$ cat config.mk
export PLATFORM = sky130hd
export DESIGN_NAME = vsvc_fifo
export DESIGN_NICKNAME = d
export VERILOG_FILES = /design/src/sv/vsvc_pkg.sv /design/src/sv/vsvc_fifo.sv
export SDC_FILE = /design/constraint.sdc
export NUM_CORES = 1
export LEC_CHECK = 0
export BUFFER_PORTS_ARGS = -buffer_cell sky130_fd_sc_hd__clkbuf_2
export CELL_PAD_IN_SITES_DETAIL_PLACEMENT = 0
export CELL_PAD_IN_SITES_GLOBAL_PLACEMENT = 1
export CORE_MARGIN = 2
export CORE_UTILIZATION = 44
export CTS_CLUSTER_SIZE = 10
export DETAILED_ROUTE_END_ITERATION = 7
export PLACE_DENSITY_LB_ADDON = 0.1
export SYNTH_ARGS = -nofsm -noshare
export SYNTH_HDL_FRONTEND = slang
export SYNTH_SLANG_ARGS = --single-unit
$ cat constraint.sdc
create_clock -name i_clk -period 4.5 [get_ports i_clk]
set_input_delay 1.35 -clock i_clk [delete_from_list [all_inputs] [get_ports i_clk]]
set_output_delay 1.35 -clock i_clk [all_outputs]
set_load 0.02 [all_outputs]
$ cat src/sv/vsvc_pkg.sv
// Shared types, constants and register codes of the voxel sphere volume counter.
`default_nettype none
package vsvc_pkg;

    localparam int GRID_DIM_DEF   = 128;
    localparam int MAX_RADIUS_DEF = 32;

    localparam int COORD_W    = 24;
    localparam int SPACING_W  = 16;
    localparam int SIZE_W     = 8;
    localparam int CTR_W      = 26;
    localparam int RAD_W      = 8;
    localparam int CNT_W      = 22;
    localparam int DIV_W      = 25;
    localparam int CFG_IDX_W  = 3;
    localparam int CFG_DATA_W = 24;
    localparam int Q_DEPTH    = 2;

    localparam logic OP_ADD    = 1'b0;
    localparam logic OP_REPORT = 1'b1;

    typedef enum logic [CFG_IDX_W-1:0] {
        CFG_ORIGIN_X = 3'd0,
        CFG_ORIGIN_Y = 3'd1,
        CFG_ORIGIN_Z = 3'd2,
        CFG_SPACING  = 3'd3,
        CFG_SIZE_X   = 3'd4,
        CFG_SIZE_Y   = 3'd5,
        CFG_SIZE_Z   = 3'd6
    } t_cfg_idx;

    typedef struct packed {
        logic signed [COORD_W-1:0] origin_x;
        logic signed [COORD_W-1:0] origin_y;
        logic signed [COORD_W-1:0] origin_z;
        logic [SPACING_W-1:0]      spacing;
        logic [SIZE_W-1:0]         size_x;
        logic [SIZE_W-1:0]         size_y;
        logic [SIZE_W-1:0]         size_z;
    } t_cfg;

    // classified request handed from front to back
    typedef struct packed {
        logic                    op;
        logic signed [CTR_W-1:0] cx;
        logic signed [CTR_W-1:0] cy;
        logic signed [CTR_W-1:0] cz;
        logic [RAD_W-1:0]        rad;
        logic                    clip;
    } t_cmd;

endpackage
`default_nettype wire

$ cat src/sv/vsvc_fifo.sv
// Short request queue between front and back.
`default_nettype none
module vsvc_fifo (
    input  wire logic           i_clk,
    input  wire logic           i_rst_n,
    input  wire vsvc_pkg::t_cmd i_cmd,
    input  wire logic           i_vld,
    output logic                o_rdy,
    output vsvc_pkg::t_cmd      o_cmd,
    output logic                o_vld,
    input  wire logic           i_rdy
);
    import vsvc_pkg::*;

    localparam int PW = $clog2(Q_DEPTH);

    t_cmd            r_mem [Q_DEPTH];
    logic [PW-1:0]   r_wp, r_rp;
    logic [PW:0]     r_cnt;
    logic            push, pop;

    assign o_rdy = (r_cnt != (PW+1)'(Q_DEPTH));
    assign o_vld = (r_cnt != '0);
    assign push  = i_vld && o_rdy;
    assign pop   = o_vld && i_rdy;
    assign o_cmd = r_mem[r_rp];

    always_ff @(posedge i_clk) begin
        if (!i_rst_n) begin
            r_wp  <= '0;
            r_rp  <= '0;
            r_cnt <= '0;
        end else begin
            if (push) r_wp <= r_wp + 1'b1;
            if (pop)  r_rp <= r_rp + 1'b1;
            r_cnt <= r_cnt + (PW+1)'(push) - (PW+1)'(pop);
        end
    end

    always_ff @(posedge i_clk) begin
        if (push) r_mem[r_wp] <= i_cmd;
    end
endmodule
`default_nettype wire

== Yosys cells after proc, flatten, opt, wreduce, memory -nomap -nowiden ==
Memories as Yosys holds them, arrays and structs flattened. A register that Yosys moved wholly into a read port is not among the register bits.
Cells that the tools add are included.

* Bits in registers: 4
* Memory bits (writable): 176
* Input bits: 92
* Output and inout bits: 90
* Logic and storage cells: 16
* Memories: 1

* Add/subtract/negate cells: 4
* Eq/ne operators: 1
* Mux-type cells: 4
* Reductions and logical operators: 3

{| class="wikitable"
|+ Memory list
! name !! depth !! bits a word !! rd ports !! clocked after memory_dff !! write ports !! RTL line !! source
|-
| r_mem || 2 || 88 || 1 || 1 || 1 || vsvc_fifo.sv:17 || <nowiki>t_cmd r_mem [Q_DEPTH];</nowiki>
|}

{| class="wikitable"
|+ Operators by type and width
! cell !! count
|-
| $mux W1 || 4
|-
| $add A1 B1 Y1 const B || 2
|-
| $add A2 B1 Y2 || 1
|-
| $logic_and A1 B1 Y1 || 2
|-
| $ne A2 B2 Y1 const B || 1
|-
| $reduce_bool A2 Y1 || 1
|-
| $sub A2 B1 Y2 || 1
|}

== Longest topological paths before layout ==
* Depth after elaboration: 4
* Depth in mapped cells: 6
* Gate-level depth less buffers: 6

== Worst setup path after synthesis ==
Ideal clock, no wire load.

* Path type: input-to-reg
* From: in i_vld
* To: mem r_mem[1][0] in the netlist's numbering, enable pin
* Setup time: 0.457 ns
* Data arrival time: 3.445 ns
* Data required time: 4.043 ns
* Path slack: 0.598 ns
* Stages on the path: 1
* Path buffers: 0
* Cells stage by stage: and3_1

* Word-level cells in the longest chain between the ends: 3

{| class="wikitable"
|+ RTL lines
! element !! RTL line !! source
|-
| start: declaration || vsvc_fifo.sv:7 || <nowiki>input wire logic i_vld,</nowiki>
|-
| $logic_and A1 B1 Y1 || vsvc_fifo.sv:24 || <nowiki>assign push = i_vld && o_rdy;</nowiki>
|-
| $mux W1 || vsvc_fifo.sv:41 || <nowiki>if (push) r_mem[r_wp] <= i_cmd;</nowiki>
|-
| $mux W1 (implied by the code) || vsvc_fifo.sv:41 ||
|-
| end: declaration || vsvc_fifo.sv:17 ||
|}

No other way between the ends.

==> impl_results.md <==
- CP max stage delay: 750 ps
- Largest net degree at the start of global routing: 52
- Max-cap viol count: 0
- Post-Syn Instances: slightly above 300
- Core region area: roughly 15,000 um^2
- Post-CTS Resized: 0
- TNS Setup: 0 ps
- Clock Skew: 8.40 ps
- First-pass GRT wire length: 17,400 um
- Die X: approximately 130 um
- Crit path max-delay family: flip-flops
- DRC: 0
- Final setup fails: 0
- Min cycle time layout: 3460 ps
- Post-Syn Area: 6690 um^2
- Total gr overflow: 0
- Outcome: finished clean
- H-tree depth: 4
- Min-delay src: r_rp
- Fin crit share: 76.9%
- Initial core utilization: 44.5%
- Clock-pin slew on the worst setup and hold paths: 60 ps
- Clk_lat worst skew: 420 ps
- Slowest-stage cell, CP: dfxtp_4
- # rows: 45
- Worst Path Required: ~3200 ps
- Number of nets in the layout: 590
- Number of vias per cell: around 4.8
- Total CTS buffers: 17
- Hpwl dp: 7840 um
- Average cell area after synthesis: 22.1 um^2
- Synth Flop Type: edfxtp_1
- Worst-Margin Slew: 753 ps
- VDD IR max: 0.340 mV
- PortBufs: 181
- Synth-to-layout area growth: 25.5%
- CP Max Fanout: 46
- Clock Path Buffers: 2
- Post-CTS setup buffer count: 0
- Max Fclk: 289 MHz
- Reg-to-reg startpoint: r_cnt[0]
- Ys Warns: 0
- Via count: ~3,400
- Post-DRT Antenna Nets: 0
- # hold bufs at CTS: 0
- Register area share after synthesis: 80.5%
- Crit path DAT: approximately 2100 ps
- Startpoint class of the critical path: flip-flop
- GR Util All Layers: between 10% and 20%
- Tot Pwr: 0.00461 W
- Number of synthesized flops with an enable pin: about 180
- Clk sinks: 181
- Routed WL: 11,900 um
- Max-slew violation count: 0
- Ant. Diodes: 0
- CP Capture Type: primary output
- Initial antenna violation count: 0
- Worst Hold Margin: 584 ps
- Worst path cell trace: buf_12 > mux2_2 > clkbuf_2
- Asr flop ratio synth: 0%
- Cells after DPL: 666
- Layout cell share with drive strength beyond 1: 59.8%
- #FFs+latches synth: 181
- Worst slew margin: 49.8%
- Wire per inst: 17.0 um
- Syn nets: 396
- Vias in the first global route: 3,337
- Drt first pass iters: 4
- Vert. Die Dim: roughly 130 um
- WP buf/inv: 2
- GP Congestion: 0.724
- PD cells: 549 nW/um^2
- CTS tree: yes
- Die Footprint: between 15,000 and 20,000 um^2
- Static Leak: 3.19 nW
- Number of fillers in the final layout: 1,191
- Fin cells: about 700
- Final Hold Vio Count: 0
- CTS Root Cell: clkbuf_16
- Io pins: roughly 180
- RSZ-0062 raised after global routing: false
- Initial drt markers: 206
- Setup CP Type: flip-flop to primary output
- Yosys cell types: 24
- Worst hold path class: flip-flop to flip-flop
-- registers in the layout, summed over array words and instances, names as in the netlist, named ones only --
register	flops
r_rp	1
r_wp	1
r_cnt	2
r_mem	176
-- cell type report --
class | count | area (um^2) | area share [%]
flip-flops and latches | 181 | 5390 | 64.2
multi-input cells | 111 | 1230 | 14.7
repair buffers | 185 | 961 | 11.5
clock buffers | 21 | 440 | 5.25
well taps | 188 | 235 | 2.80
clock inverters | 9 | 131 | 1.57
inverters | 1 | 5.00 | 0.0596
-- worst reg2reg max path: stages, from the launching register on --
cell and delay, ps:
dfxtp_1 460, nand2b_1 230, nand3b_1 140, clkinv_2 460, buf_4 570
-- layer usage --
layer  part of all wire [%]  vias up  global-route usage [%]  wire length, um
met5                      0        -                       0                0
met4                    1.7        0                    6.01              206
met3                    7.6       15                    6.37              899
met2                     48      113                    22.6             5670
met1                     43     1654                    18.0             5080
li1                       -     1586                       -                -
-- Yosys cell counts (2+ instances only) --
library cell	count	area [um^2]
a21bo_2	2	20.0
and2_1	3	18.8
buf_2	6	30.0
buf_6	4	45.0
dfxtp_1	5	100
edfxtp_1	176	5290
mux2_2	68	766
mux2_4	20	300
nand2b_1	2	12.5
nor2_1	2	7.51
o21ai_0	2	10.0
-- stage by stage --
step / area (um^2) / setup slack, ps / utilization [%]
3_3_place_gp: 7820 / 1420 / 52.0
2_1_floorplan: 6690 / 598 / -
6_report: 8390 / 1040 / 55.8
3_5_place_dp: 7820 / 1400 / 52.0
5_1_grt: 8390 / 891 / 55.8
4_1_cts: 8390 / 953 / 55.8
-- final timing paths --
kind              cells after the start           end  slack, ps
hold reg to reg                       2     flip-flop        580
setup / recovery                      3     o_cmd[53]       1040
hold / removal                        2     flip-flop        580
setup reg to reg                      4  r_mem[0][20]       2250
-- cells in the final DEF (no fill, tap or decap), types with 3 or more instances in the layout --
cell,n
dfxtp_1,4
edfxtp_1,176
clkbuf_2,181
mux2_2,68
clkinvlp_4,5
clkbuf_16,17
clkbuf_1,4
bufinv_16,3
mux2_4,20
and2_1,3
-- power breakdown --
group          leakage [nW]  internal (W)  switching [W]
Sequential             1.69       0.00205      0.0000909
Clock                 0.259      0.000865       0.000583
Combinational          1.24      0.000439       0.000580
Total                  3.19       0.00336        0.00125
-- cells by family after synthesis --
family	Yosys count	share of synthesized area (%)
DFF	181	80.5
muxes	89	16.1
and+or+nand+nor	13	1.10
buffers and inverters	11	1.18
AOI/OAI and AO/OA	7	0.804
xor gates and xnor gates	1	0.131
adders and majority gates	1	0.187
Power figures use the tool's default switching activity.
