===== config.mk =====
export PLATFORM = sky130hd
export DESIGN_NAME = vsvc_front_flat
export DESIGN_NICKNAME = d
export VERILOG_FILES = /design/src/sv/vsvc_pkg.sv /design/src/sv/vsvc_in_if.sv /design/src/sv/vsvc_div.sv /design/src/sv/vsvc_front.sv /design/src/flat_wrapper.sv
export SDC_FILE = /design/constraint.sdc
export NUM_CORES = 1
export LEC_CHECK = 0
export BUFFER_PORTS_ARGS = -buffer_cell sky130_fd_sc_hd__buf_2
export CORE_MARGIN = 5
export CORE_UTILIZATION = 51
export CTS_CLUSTER_DIAMETER = 120
export DETAILED_ROUTE_END_ITERATION = 10
export PLACE_DENSITY = 0.77
export SYNTH_ARGS = -nofsm -noshare
export SYNTH_HDL_FRONTEND = slang
export SYNTH_SLANG_ARGS = --single-unit

===== constraint.sdc =====
create_clock -name i_clk -period 10.5 [get_ports i_clk]
set_input_delay 0.525 -clock i_clk [delete_from_list [all_inputs] [get_ports i_clk]]
set_output_delay 0.525 -clock i_clk [all_outputs]
set_load 0.1 [all_outputs]

===== src/sv/vsvc_pkg.sv =====
// Shared types, constants and register codes of the voxel sphere volume counter.
`default_nettype none
package vsvc_pkg;

    localparam int GRID_DIM_DEF   = 128;
    localparam int MAX_RADIUS_DEF = 32;

    localparam int COORD_W    = 24;
    localparam int SPACING_W  = 16;
    localparam int SIZE_W     = 8;
    localparam int CTR_W      = 26;
    localparam int RAD_W      = 8;
    localparam int CNT_W      = 22;
    localparam int DIV_W      = 25;
    localparam int CFG_IDX_W  = 3;
    localparam int CFG_DATA_W = 24;
    localparam int Q_DEPTH    = 2;

    localparam logic OP_ADD    = 1'b0;
    localparam logic OP_REPORT = 1'b1;

    typedef enum logic [CFG_IDX_W-1:0] {
        CFG_ORIGIN_X = 3'd0,
        CFG_ORIGIN_Y = 3'd1,
        CFG_ORIGIN_Z = 3'd2,
        CFG_SPACING  = 3'd3,
        CFG_SIZE_X   = 3'd4,
        CFG_SIZE_Y   = 3'd5,
        CFG_SIZE_Z   = 3'd6
    } t_cfg_idx;

    typedef struct packed {
        logic signed [COORD_W-1:0] origin_x;
        logic signed [COORD_W-1:0] origin_y;
        logic signed [COORD_W-1:0] origin_z;
        logic [SPACING_W-1:0]      spacing;
        logic [SIZE_W-1:0]         size_x;
        logic [SIZE_W-1:0]         size_y;
        logic [SIZE_W-1:0]         size_z;
    } t_cfg;

    // classified request handed from front to back
    typedef struct packed {
        logic                    op;
        logic signed [CTR_W-1:0] cx;
        logic signed [CTR_W-1:0] cy;
        logic signed [CTR_W-1:0] cz;
        logic [RAD_W-1:0]        rad;
        logic                    clip;
    } t_cmd;

endpackage
`default_nettype wire


===== src/sv/vsvc_in_if.sv =====
// Request channel: opcode and atom fields with valid/ready.
`default_nettype none
interface vsvc_in_if;
    logic                                 valid;
    logic                                 ready;
    logic                                 opcode;
    logic signed [vsvc_pkg::COORD_W-1:0]  atom_x;
    logic signed [vsvc_pkg::COORD_W-1:0]  atom_y;
    logic signed [vsvc_pkg::COORD_W-1:0]  atom_z;
    logic [vsvc_pkg::SPACING_W-1:0]       atom_radius;

    modport source (output valid, opcode, atom_x, atom_y, atom_z, atom_radius, input ready);
    modport sink   (input valid, opcode, atom_x, atom_y, atom_z, atom_radius, output ready);
endinterface
`default_nettype wire


===== src/sv/vsvc_div.sv =====
// Bit-serial unsigned divider, one quotient bit per cycle.
`default_nettype none
module vsvc_div (
    input  wire logic                       i_clk,
    input  wire logic                       i_rst_n,
    input  wire logic                       i_start,
    input  wire logic [vsvc_pkg::DIV_W-1:0] i_dividend,
    input  wire logic [vsvc_pkg::SPACING_W-1:0] i_divisor,
    output logic                            o_done,
    output logic [vsvc_pkg::DIV_W-1:0]      o_quot
);
    import vsvc_pkg::*;

    localparam int CW = $clog2(DIV_W + 1);

    logic                 r_busy;
    logic                 r_done;
    logic [CW-1:0]        r_cnt;
    logic [SPACING_W-1:0] r_rem;
    logic [SPACING_W-1:0] r_dsr;
    logic [DIV_W-1:0]     r_quot;
    logic [SPACING_W:0]   shifted;
    logic                 qbit;

    assign shifted = {r_rem, r_quot[DIV_W-1]};
    assign qbit    = (shifted >= {1'b0, r_dsr});

    always_ff @(posedge i_clk) begin
        if (!i_rst_n) begin
            r_busy <= 1'b0;
            r_done <= 1'b0;
            r_cnt  <= '0;
        end else begin
            r_done <= 1'b0;
            if (i_start) begin
                r_busy <= 1'b1;
                r_cnt  <= '0;
            end else if (r_busy) begin
                r_cnt <= r_cnt + 1'b1;
                if (r_cnt == CW'(DIV_W - 1)) begin
                    r_busy <= 1'b0;
                    r_done <= 1'b1;
                end
            end
        end
    end

    always_ff @(posedge i_clk) begin
        if (i_start) begin
            r_quot <= i_dividend;
            r_rem  <= '0;
            r_dsr  <= i_divisor;
        end else if (r_busy) begin
            r_quot <= {r_quot[DIV_W-2:0], qbit};
            r_rem  <= qbit ? SPACING_W'(shifted - {1'b0, r_dsr}) : SPACING_W'(shifted);
        end
    end

    assign o_done = r_done;
    assign o_quot = r_quot;
endmodule
`default_nettype wire


===== src/sv/vsvc_front.sv =====
// Front end: accepts requests, divides out centre voxels and voxel radius.
`default_nettype none
module vsvc_front #(
    parameter int MAX_RADIUS = vsvc_pkg::MAX_RADIUS_DEF
) (
    input  wire logic            i_clk,
    input  wire logic            i_rst_n,
    vsvc_in_if.sink              i_req,
    input  wire vsvc_pkg::t_cfg  i_cfg,
    input  wire logic            i_hold,
    output vsvc_pkg::t_cmd       o_cmd,
    output logic                 o_cmd_vld,
    input  wire logic            i_cmd_rdy
);
    import vsvc_pkg::*;

    typedef enum logic [1:0] {S_IDLE, S_START, S_WAIT, S_PUSH} t_state;

    t_state                    r_state;
    logic [1:0]                r_sel;
    logic                      r_neg;
    logic signed [COORD_W-1:0] r_ax, r_ay, r_az;
    logic [SPACING_W-1:0]      r_rad;
    t_cmd                      r_cmd;

    logic signed [DIV_W-1:0]   diff;
    logic [DIV_W-1:0]          dividend;
    logic [SPACING_W-1:0]      sp;
    logic                      div_done;
    logic [DIV_W-1:0]          quot;
    logic signed [CTR_W-1:0]   ctr;

    assign sp = (i_cfg.spacing == '0) ? SPACING_W'(1) : i_cfg.spacing;

    always_comb begin
        case (r_sel)
            2'd0:    diff = DIV_W'(r_ax) - DIV_W'(i_cfg.origin_x);
            2'd1:    diff = DIV_W'(r_ay) - DIV_W'(i_cfg.origin_y);
            2'd2:    diff = DIV_W'(r_az) - DIV_W'(i_cfg.origin_z);
            default: diff = $signed(DIV_W'(r_rad));
        endcase
        dividend = diff[DIV_W-1] ? DIV_W'(-diff) : DIV_W'(diff);
    end

    vsvc_div u_div (
        .i_clk      (i_clk),
        .i_rst_n    (i_rst_n),
        .i_start    (r_state == S_START),
        .i_dividend (dividend),
        .i_divisor  (sp),
        .o_done     (div_done),
        .o_quot     (quot)
    );

    // quotient rounds toward zero: divide magnitude, restore sign
    assign ctr = r_neg ? -$signed({1'b0, quot}) : $signed({1'b0, quot});

    always_ff @(posedge i_clk) begin
        if (!i_rst_n) begin
            r_state <= S_IDLE;
            r_sel   <= '0;
        end else begin
            case (r_state)
                S_IDLE: begin
                    if (i_req.valid && !i_hold) begin
                        r_ax      <= i_req.atom_x;
                        r_ay      <= i_req.atom_y;
                        r_az      <= i_req.atom_z;
                        r_rad     <= i_req.atom_radius;
                        r_sel     <= '0;
                        r_cmd.op  <= i_req.opcode;
                        r_cmd.clip <= 1'b0;
                        r_state   <= (i_req.opcode == OP_REPORT) ? S_PUSH : S_START;
                    end
                end
                S_START: begin
                    r_neg   <= diff[DIV_W-1];
                    r_state <= S_WAIT;
                end
                S_WAIT: begin
                    if (div_done) begin
                        case (r_sel)
                            2'd0: r_cmd.cx <= ctr;
                            2'd1: r_cmd.cy <= ctr;
                            2'd2: r_cmd.cz <= ctr;
                            default: begin
                                if (quot > DIV_W'(MAX_RADIUS)) begin
                                    r_cmd.rad  <= RAD_W'(MAX_RADIUS);
                                    r_cmd.clip <= 1'b1;
                                end else begin
                                    r_cmd.rad  <= RAD_W'(quot);
                                end
                            end
                        endcase
                        r_sel   <= r_sel + 1'b1;
                        r_state <= (r_sel == 2'd3) ? S_PUSH : S_START;
                    end
                end
                S_PUSH: begin
                    if (i_cmd_rdy) r_state <= S_IDLE;
                end
                default: r_state <= S_IDLE;
            endcase
        end
    end

    assign i_req.ready = (r_state == S_IDLE) && !i_hold;
    assign o_cmd_vld   = (r_state == S_PUSH);
    assign o_cmd       = r_cmd;
endmodule
`default_nettype wire


===== src/flat_wrapper.sv =====
// flat-port wrapper written by rule: the top's interface ports become plain ports
module vsvc_front_flat import vsvc_pkg::*;
#(
    parameter int MAX_RADIUS = vsvc_pkg::MAX_RADIUS_DEF
)
  (i_clk, i_rst_n, i_cfg, i_hold, o_cmd, o_cmd_vld, i_cmd_rdy, i_req_valid, i_req_opcode, i_req_atom_x, i_req_atom_y, i_req_atom_z, i_req_atom_radius, i_req_ready);
  vsvc_in_if i_req_i ();
  input  wire logic i_clk;
  input  wire logic i_rst_n;
  input  wire vsvc_pkg::t_cfg i_cfg;
  input  wire logic i_hold;
  output vsvc_pkg::t_cmd o_cmd;
  output logic o_cmd_vld;
  input  wire logic i_cmd_rdy;
  input wire logic [$bits(i_req_i.valid)-1:0] i_req_valid;
  input wire logic [$bits(i_req_i.opcode)-1:0] i_req_opcode;
  input wire logic [$bits(i_req_i.atom_x)-1:0] i_req_atom_x;
  input wire logic [$bits(i_req_i.atom_y)-1:0] i_req_atom_y;
  input wire logic [$bits(i_req_i.atom_z)-1:0] i_req_atom_z;
  input wire logic [$bits(i_req_i.atom_radius)-1:0] i_req_atom_radius;
  output wire logic [$bits(i_req_i.ready)-1:0] i_req_ready;
  assign i_req_i.valid = i_req_valid;
  assign i_req_i.opcode = i_req_opcode;
  assign i_req_i.atom_x = i_req_atom_x;
  assign i_req_i.atom_y = i_req_atom_y;
  assign i_req_i.atom_z = i_req_atom_z;
  assign i_req_i.atom_radius = i_req_atom_radius;
  assign i_req_ready = i_req_i.ready;
  vsvc_front #(.MAX_RADIUS(MAX_RADIUS)) u_core (.i_clk(i_clk), .i_rst_n(i_rst_n), .i_req(i_req_i), .i_cfg(i_cfg), .i_hold(i_hold), .o_cmd(o_cmd), .o_cmd_vld(o_cmd_vld), .i_cmd_rdy(i_cmd_rdy));
endmodule

# Yosys cells after proc, flatten, opt, wreduce, memory -nomap -nowiden
# Index checks and enable logic that the tools add are counted.
# op_classes
n_lt_le_gt_ge	2
eq_ne	12
bitwise	3
add_sub_neg	8
reduce_logical	20
n_mux	24
# op_table
operator	count
$mux W25	3
$pmux W25 S3	1
$sub A24 B24 Y25	3
$mux W26	1
$neg A25 Y26	1
$gt A25 B6 Y1 const B	1
$neg A25 Y25	1
$ge A17 B16 Y1	1
$logic_not A16 Y1	1
$mux W16	1
$reduce_and A4 Y1	4
$sub A16 B16 Y16	1
$mux W2	7
$reduce_and A3 Y1	3
$eq A2 B2 Y1 const B	4
$mux W1	8
$pmux W2 S4	1
$ne A2 B1 Y1 const B	3
$reduce_and A6 Y1	1
$reduce_or A3 Y1	2
$add A5 B1 Y5 const B	1
$eq A5 B5 Y1 const B	1
$eq A2 B1 Y1 const B	2
$logic_not A2 Y1	2
10 further kinds	15
# word_totals
ff_bits	245
output_inout_bits	90
in_bits	206
elab_cells	88

# Longest topological paths before layout
# logic_depth
ltp_word	5
mapped_depth	16
ltp_nobuf	15

# Hierarchy
# From an unflattened synthesis, not the netlist that was laid out.
# unflattened
hier_cells	1481
area_unflattened_um2	15162.0
# modules_own_cells
mod	n_inst	area_per_inst_um2	seq_area_each_um2	cells_each
vsvc_front	1	11607.4	5395.2	1144
vsvc_div	1	3554.7	1691.6	337

# Worst setup path before layout
# No wires, ideal clock.
# synth_path
kind	input port to flip-flop
from	input i_rst_n
to	register u_core.r_cmd, in the netlist u_core.o_cmd[87], enable pin
required_time_ns	9.745
path_buffers	0
arrival_time_ns	9.162
setup_slack_ns	0.582
stages	2
setup_time_ns	0.755
cell_sequence	clkinv_1 -> nor4_1
# synth_between
elab_chain_cells	1
# synth_lines
element	line_no	source
start, declared	flat_wrapper.sv:9	input wire logic i_rst_n;
$reduce_and A3 Y1 (no line)	--	
end, declared	vsvc_front.sv:24	t_cmd r_cmd;
# Every way passes these cells.
# A chain may end at the register's enable or synchronous reset.

# Final worst setup path
# layout_path
from	register u_core.r_ax[0]
to	register u_core.u_div.r_quot[23], in the netlist u_core.u_div.o_quot[23] (data pin)
# layout_between
elab_chain_cells	5
# layout_lines
element	line_no	source
start, declared	vsvc_front.sv:22	logic signed [COORD_W-1:0] r_ax, r_ay, r_az;
start signal, assigned	vsvc_front.sv:66	r_ax <= i_req.atom_x;
$sub A24 B24 Y25 *	vsvc_front.sv:37	2'd0: diff = DIV_W'(r_ax) - DIV_W'(i_cfg.origin_x);
$pmux W25 S3 *	vsvc_front.sv:36	case (r_sel)
$neg A25 Y25	vsvc_front.sv:42	dividend = diff[DIV_W-1] ? DIV_W'(-diff) : DIV_W'(diff);
$mux W25 *	vsvc_front.sv:42	
$mux W25 *	vsvc_div.sv:49	if (i_start) begin
end signal, assigned	vsvc_div.sv:50	r_quot <= i_dividend;
end signal, assigned	vsvc_div.sv:54	r_quot <= {r_quot[DIV_W-2:0], qbit};
end, declared	vsvc_div.sv:21	logic [DIV_W-1:0] r_quot;
# Every way passes the cells marked *; elsewhere a longest branch is shown, timed or not.

==> qor.txt <==
Final hold viol count: 0
# hold bufs at CTS: 0
Post-route cell area: 17400 µm²
Seq/Total Area, Yosys: 0.477
Clock slew at reported path FFs: 0.07 ns
Count leader, synth: edfxtp_1
Max-slew violation count: 0
Sequential cell area: 7090 µm²
Hold crit path type: input pin to register
Drt total wl: 38300 µm
Crit. End Element: register
Yosys warns: 0
Largest net degree at the start of global routing: 65
Synth top area cells: edfxtp_1, ha_1, dfxtp_1, xnor2_1, nand2_1
Avg Vias per Cell: 5.69
PortBufs: 271
Nets: 2019
Cell row count: 62
Final setup fails: 0
CTS root buffer: clkbuf_16
H-tree depth: 1
CTS sink cnt: 245
Crit path DAT: 4.91 ns
Commonest cells in the netlist: edfxtp_1, nand2_1, inv_1
CTS tree: built
DR pass1 iterations: 8
Total negative slack: 0 ns
Worst slew pin tran: 1.08 ns
Critical-path top delay cell: a222oi_1
Wire per inst: 18.1 µm
Post-Synthesis Cells: 1464
P per Cell Area: 157 nW/µm²
Crit path time final: 4.66 ns
Post-DP Area: 16500 µm²
CP peak stage delay: 0.69 ns
Share of post-route cells with drive strength above 1: 0.201
Outcome: finished clean
1st-iter DRT viols: 947
Synth Area per Inst: 10.1 µm²
Main synth FF type: edfxtp_1
Pre-CTS setup slack: 5.68 ns
CP startpoint kind: register
Tot GR Track Use: 0.227
GP Congestion: 0.943
Critical path type: register to register
Post-synthesis cell type count: 88
Worst EP required: 10.74 ns
Number of max-cap violations: 0
Clock Tree Buf Depth: 3
VDD IR-drop max: 0.000130 V
Final worst setup slack: 5.84 ns
First-pass GRT wire length: 61300 µm
Area share of the largest cell type after synthesis: 0.441
Post-CTS sizing: 0
Vias: 12.0k
LEAKAGE: 7.21 nW
Post-synth EDFFs: 218
Clk_lat worst skew: 0.53 ns
Area growth syn-to-layout: 17.4%
Setup Buffers After CTS: 0
Ports: 296
Vias in the first global route: 12.0k
Die Span Y: 181 µm
Max Fclk: 214 MHz
CP max FO: 5
Total CTS buffers: 26
Post-synthesis register bit count: 245
Initial Utilization: 0.517
Antenna Nets Post-Route: 0
Die width: 181 µm
Fin Clk Skew: 0.0112 ns
Post-route DRC: 0
Gr ovfl total: 0
DIE AREA: 32600 µm²
Worst rel slew slack: 0.279
ANT cells: 0
Multi-input gate area: 7070 µm²
Final Cycle Share: 0.444
Synth area leader: edfxtp_1
Antenna violations before repair: 0
Ys async rst share: 0
Core Area: 28700 µm²
RSZ-0062 raised after global routing: false
Critical Path, Cell by Cell: inv_1 -> ha_1 -> fa_1 -> nand2b_1 -> a211oi_1 -> o31ai_2 -> o31ai_1 -> a211oi_2 -> xnor2_1 -> a222oi_1 -> nand3_1 -> nor4_2 -> or3_1 -> a31oi_1
Overall Power: 2.74 mW
Synthesized area: 14800 µm²
HPWL Detailed: 29900 µm
Fillers: 2447
## final timing paths
check | from | to | slack [ns] | depth (start not counted)
min | i_req_atom_y[10] | u_core.r_ay[10] | 0.16 | 1
max reg2reg | u_core.r_ax[0] | u_core.u_div.o_quot[23] | 5.84 | 14
max | u_core.r_ax[0] | u_core.u_div.o_quot[23] | 5.84 | 14
min reg2reg | u_core.u_div.r_rem[15] | u_core.u_div.r_rem[15] | 0.53 | 1
## worst max-delay path, delay by kind of cell (launching register included)
kind | cells | cell delay (ns)
buffers and inverters | 1 | 0.04
and+or+nand+nor | 4 | 0.96
adders and majority gates | 2 | 0.63
AOI/OAI and AO/OA | 6 | 2.23
DFF | 1 | 0.32
xor gates and xnor gates | 1 | 0.17
## where the power goes
group          leakage [nW]  internal (mW)  switching (mW)  total [mW]
Sequential             2.20           1.12          0.0405        1.16
Combinational          4.58          0.267           0.378       0.645
Clock                 0.425          0.548           0.382       0.930
## per-layer routing
| layer | wire length (µm) | vias up | track usage |
|---|---|---|---|
| li1 | - | 5907 | - |
| met1 | 16400 | 5581 | 0.307 |
| met2 | 17700 | 465 | 0.374 |
| met3 | 2690 | 78 | 0.0359 |
| met4 | 1480 | 0 | 0.0799 |
| met5 | 0 | - | 0 |
## kinds of logic after synthesis
logic type               count (synthesis)  synth area share
AO/OA/AOI/OAI                          391             0.175
AND/OR/NAND/NOR                        425             0.144
other                                    1          0.000253
adder cells (fa/ha/maj)                101            0.0872
buffers and inverters                  188            0.0476
XOR/XNOR                                84            0.0496
flip-flops                             245             0.477
multiplexers                            29            0.0197
## cell type report
| class | instances | share of cell area |
|---|---|---|
| inverters | 125 | 0.0269 |
| repair buffers | 282 | 0.0826 |
| clock buffers | 29 | 0.0392 |
| clock inverters | 19 | 0.0113 |
| multi-input cells | 1032 | 0.406 |
| well taps | 384 | 0.0276 |
| flip-flops and latches | 245 | 0.407 |
## cells in the final DEF (no fill, tap or decap), types with 7 or more instances in the layout
cell,n
nand3_1,24
a21o_1,26
nor4_1,8
buf_4,11
nor2b_1,16
a21oi_1,99
mux2i_1,27
a211oi_1,13
o21ai_0,69
edfxtp_1,218
ha_1,97
o21a_1,22
o21ai_1,25
nand2_1,133
and2_1,18
xor2_1,25
o22ai_1,9
a221oi_1,9
buf_2,271
nor3_1,37
nand2b_1,32
dfxtp_1,27
and3_1,8
a31oi_1,11
o31ai_1,18
clkbuf_16,27
nand4_1,27
inv_1,122
nor2_1,75
xnor2_1,59
or3_1,10
o21bai_1,7
## registers in the layout, summed over array words and instances, names as in the netlist
name,count
u_core.o_cmd,88
u_core.r_ax,24
u_core.r_ay,24
u_core.r_az,24
u_core.r_neg,1
u_core.r_rad,16
u_core.r_sel,2
u_core.r_state,2
u_core.u_div.o_done,1
u_core.u_div.o_quot,25
u_core.u_div.r_busy,1
u_core.u_div.r_cnt,5
u_core.u_div.r_dsr,16
u_core.u_div.r_rem,16
## stage by stage
| step | utilization | hold WS (ns) | cells |
|---|---|---|---|
| after CTS | 0.607 | 0.136 | 2116 |
| after global routing | 0.607 | 0.143 | 2116 |
| after floorplan | - | 0.478 | 1465 |
| after detailed placement | 0.576 | 0.509 | 2068 |
| final | 0.607 | 0.163 | 2116 |
| after global placement | 0.576 | 0.496 | 2068 |
No activity file was read; power rests on OpenSTA's default activity.
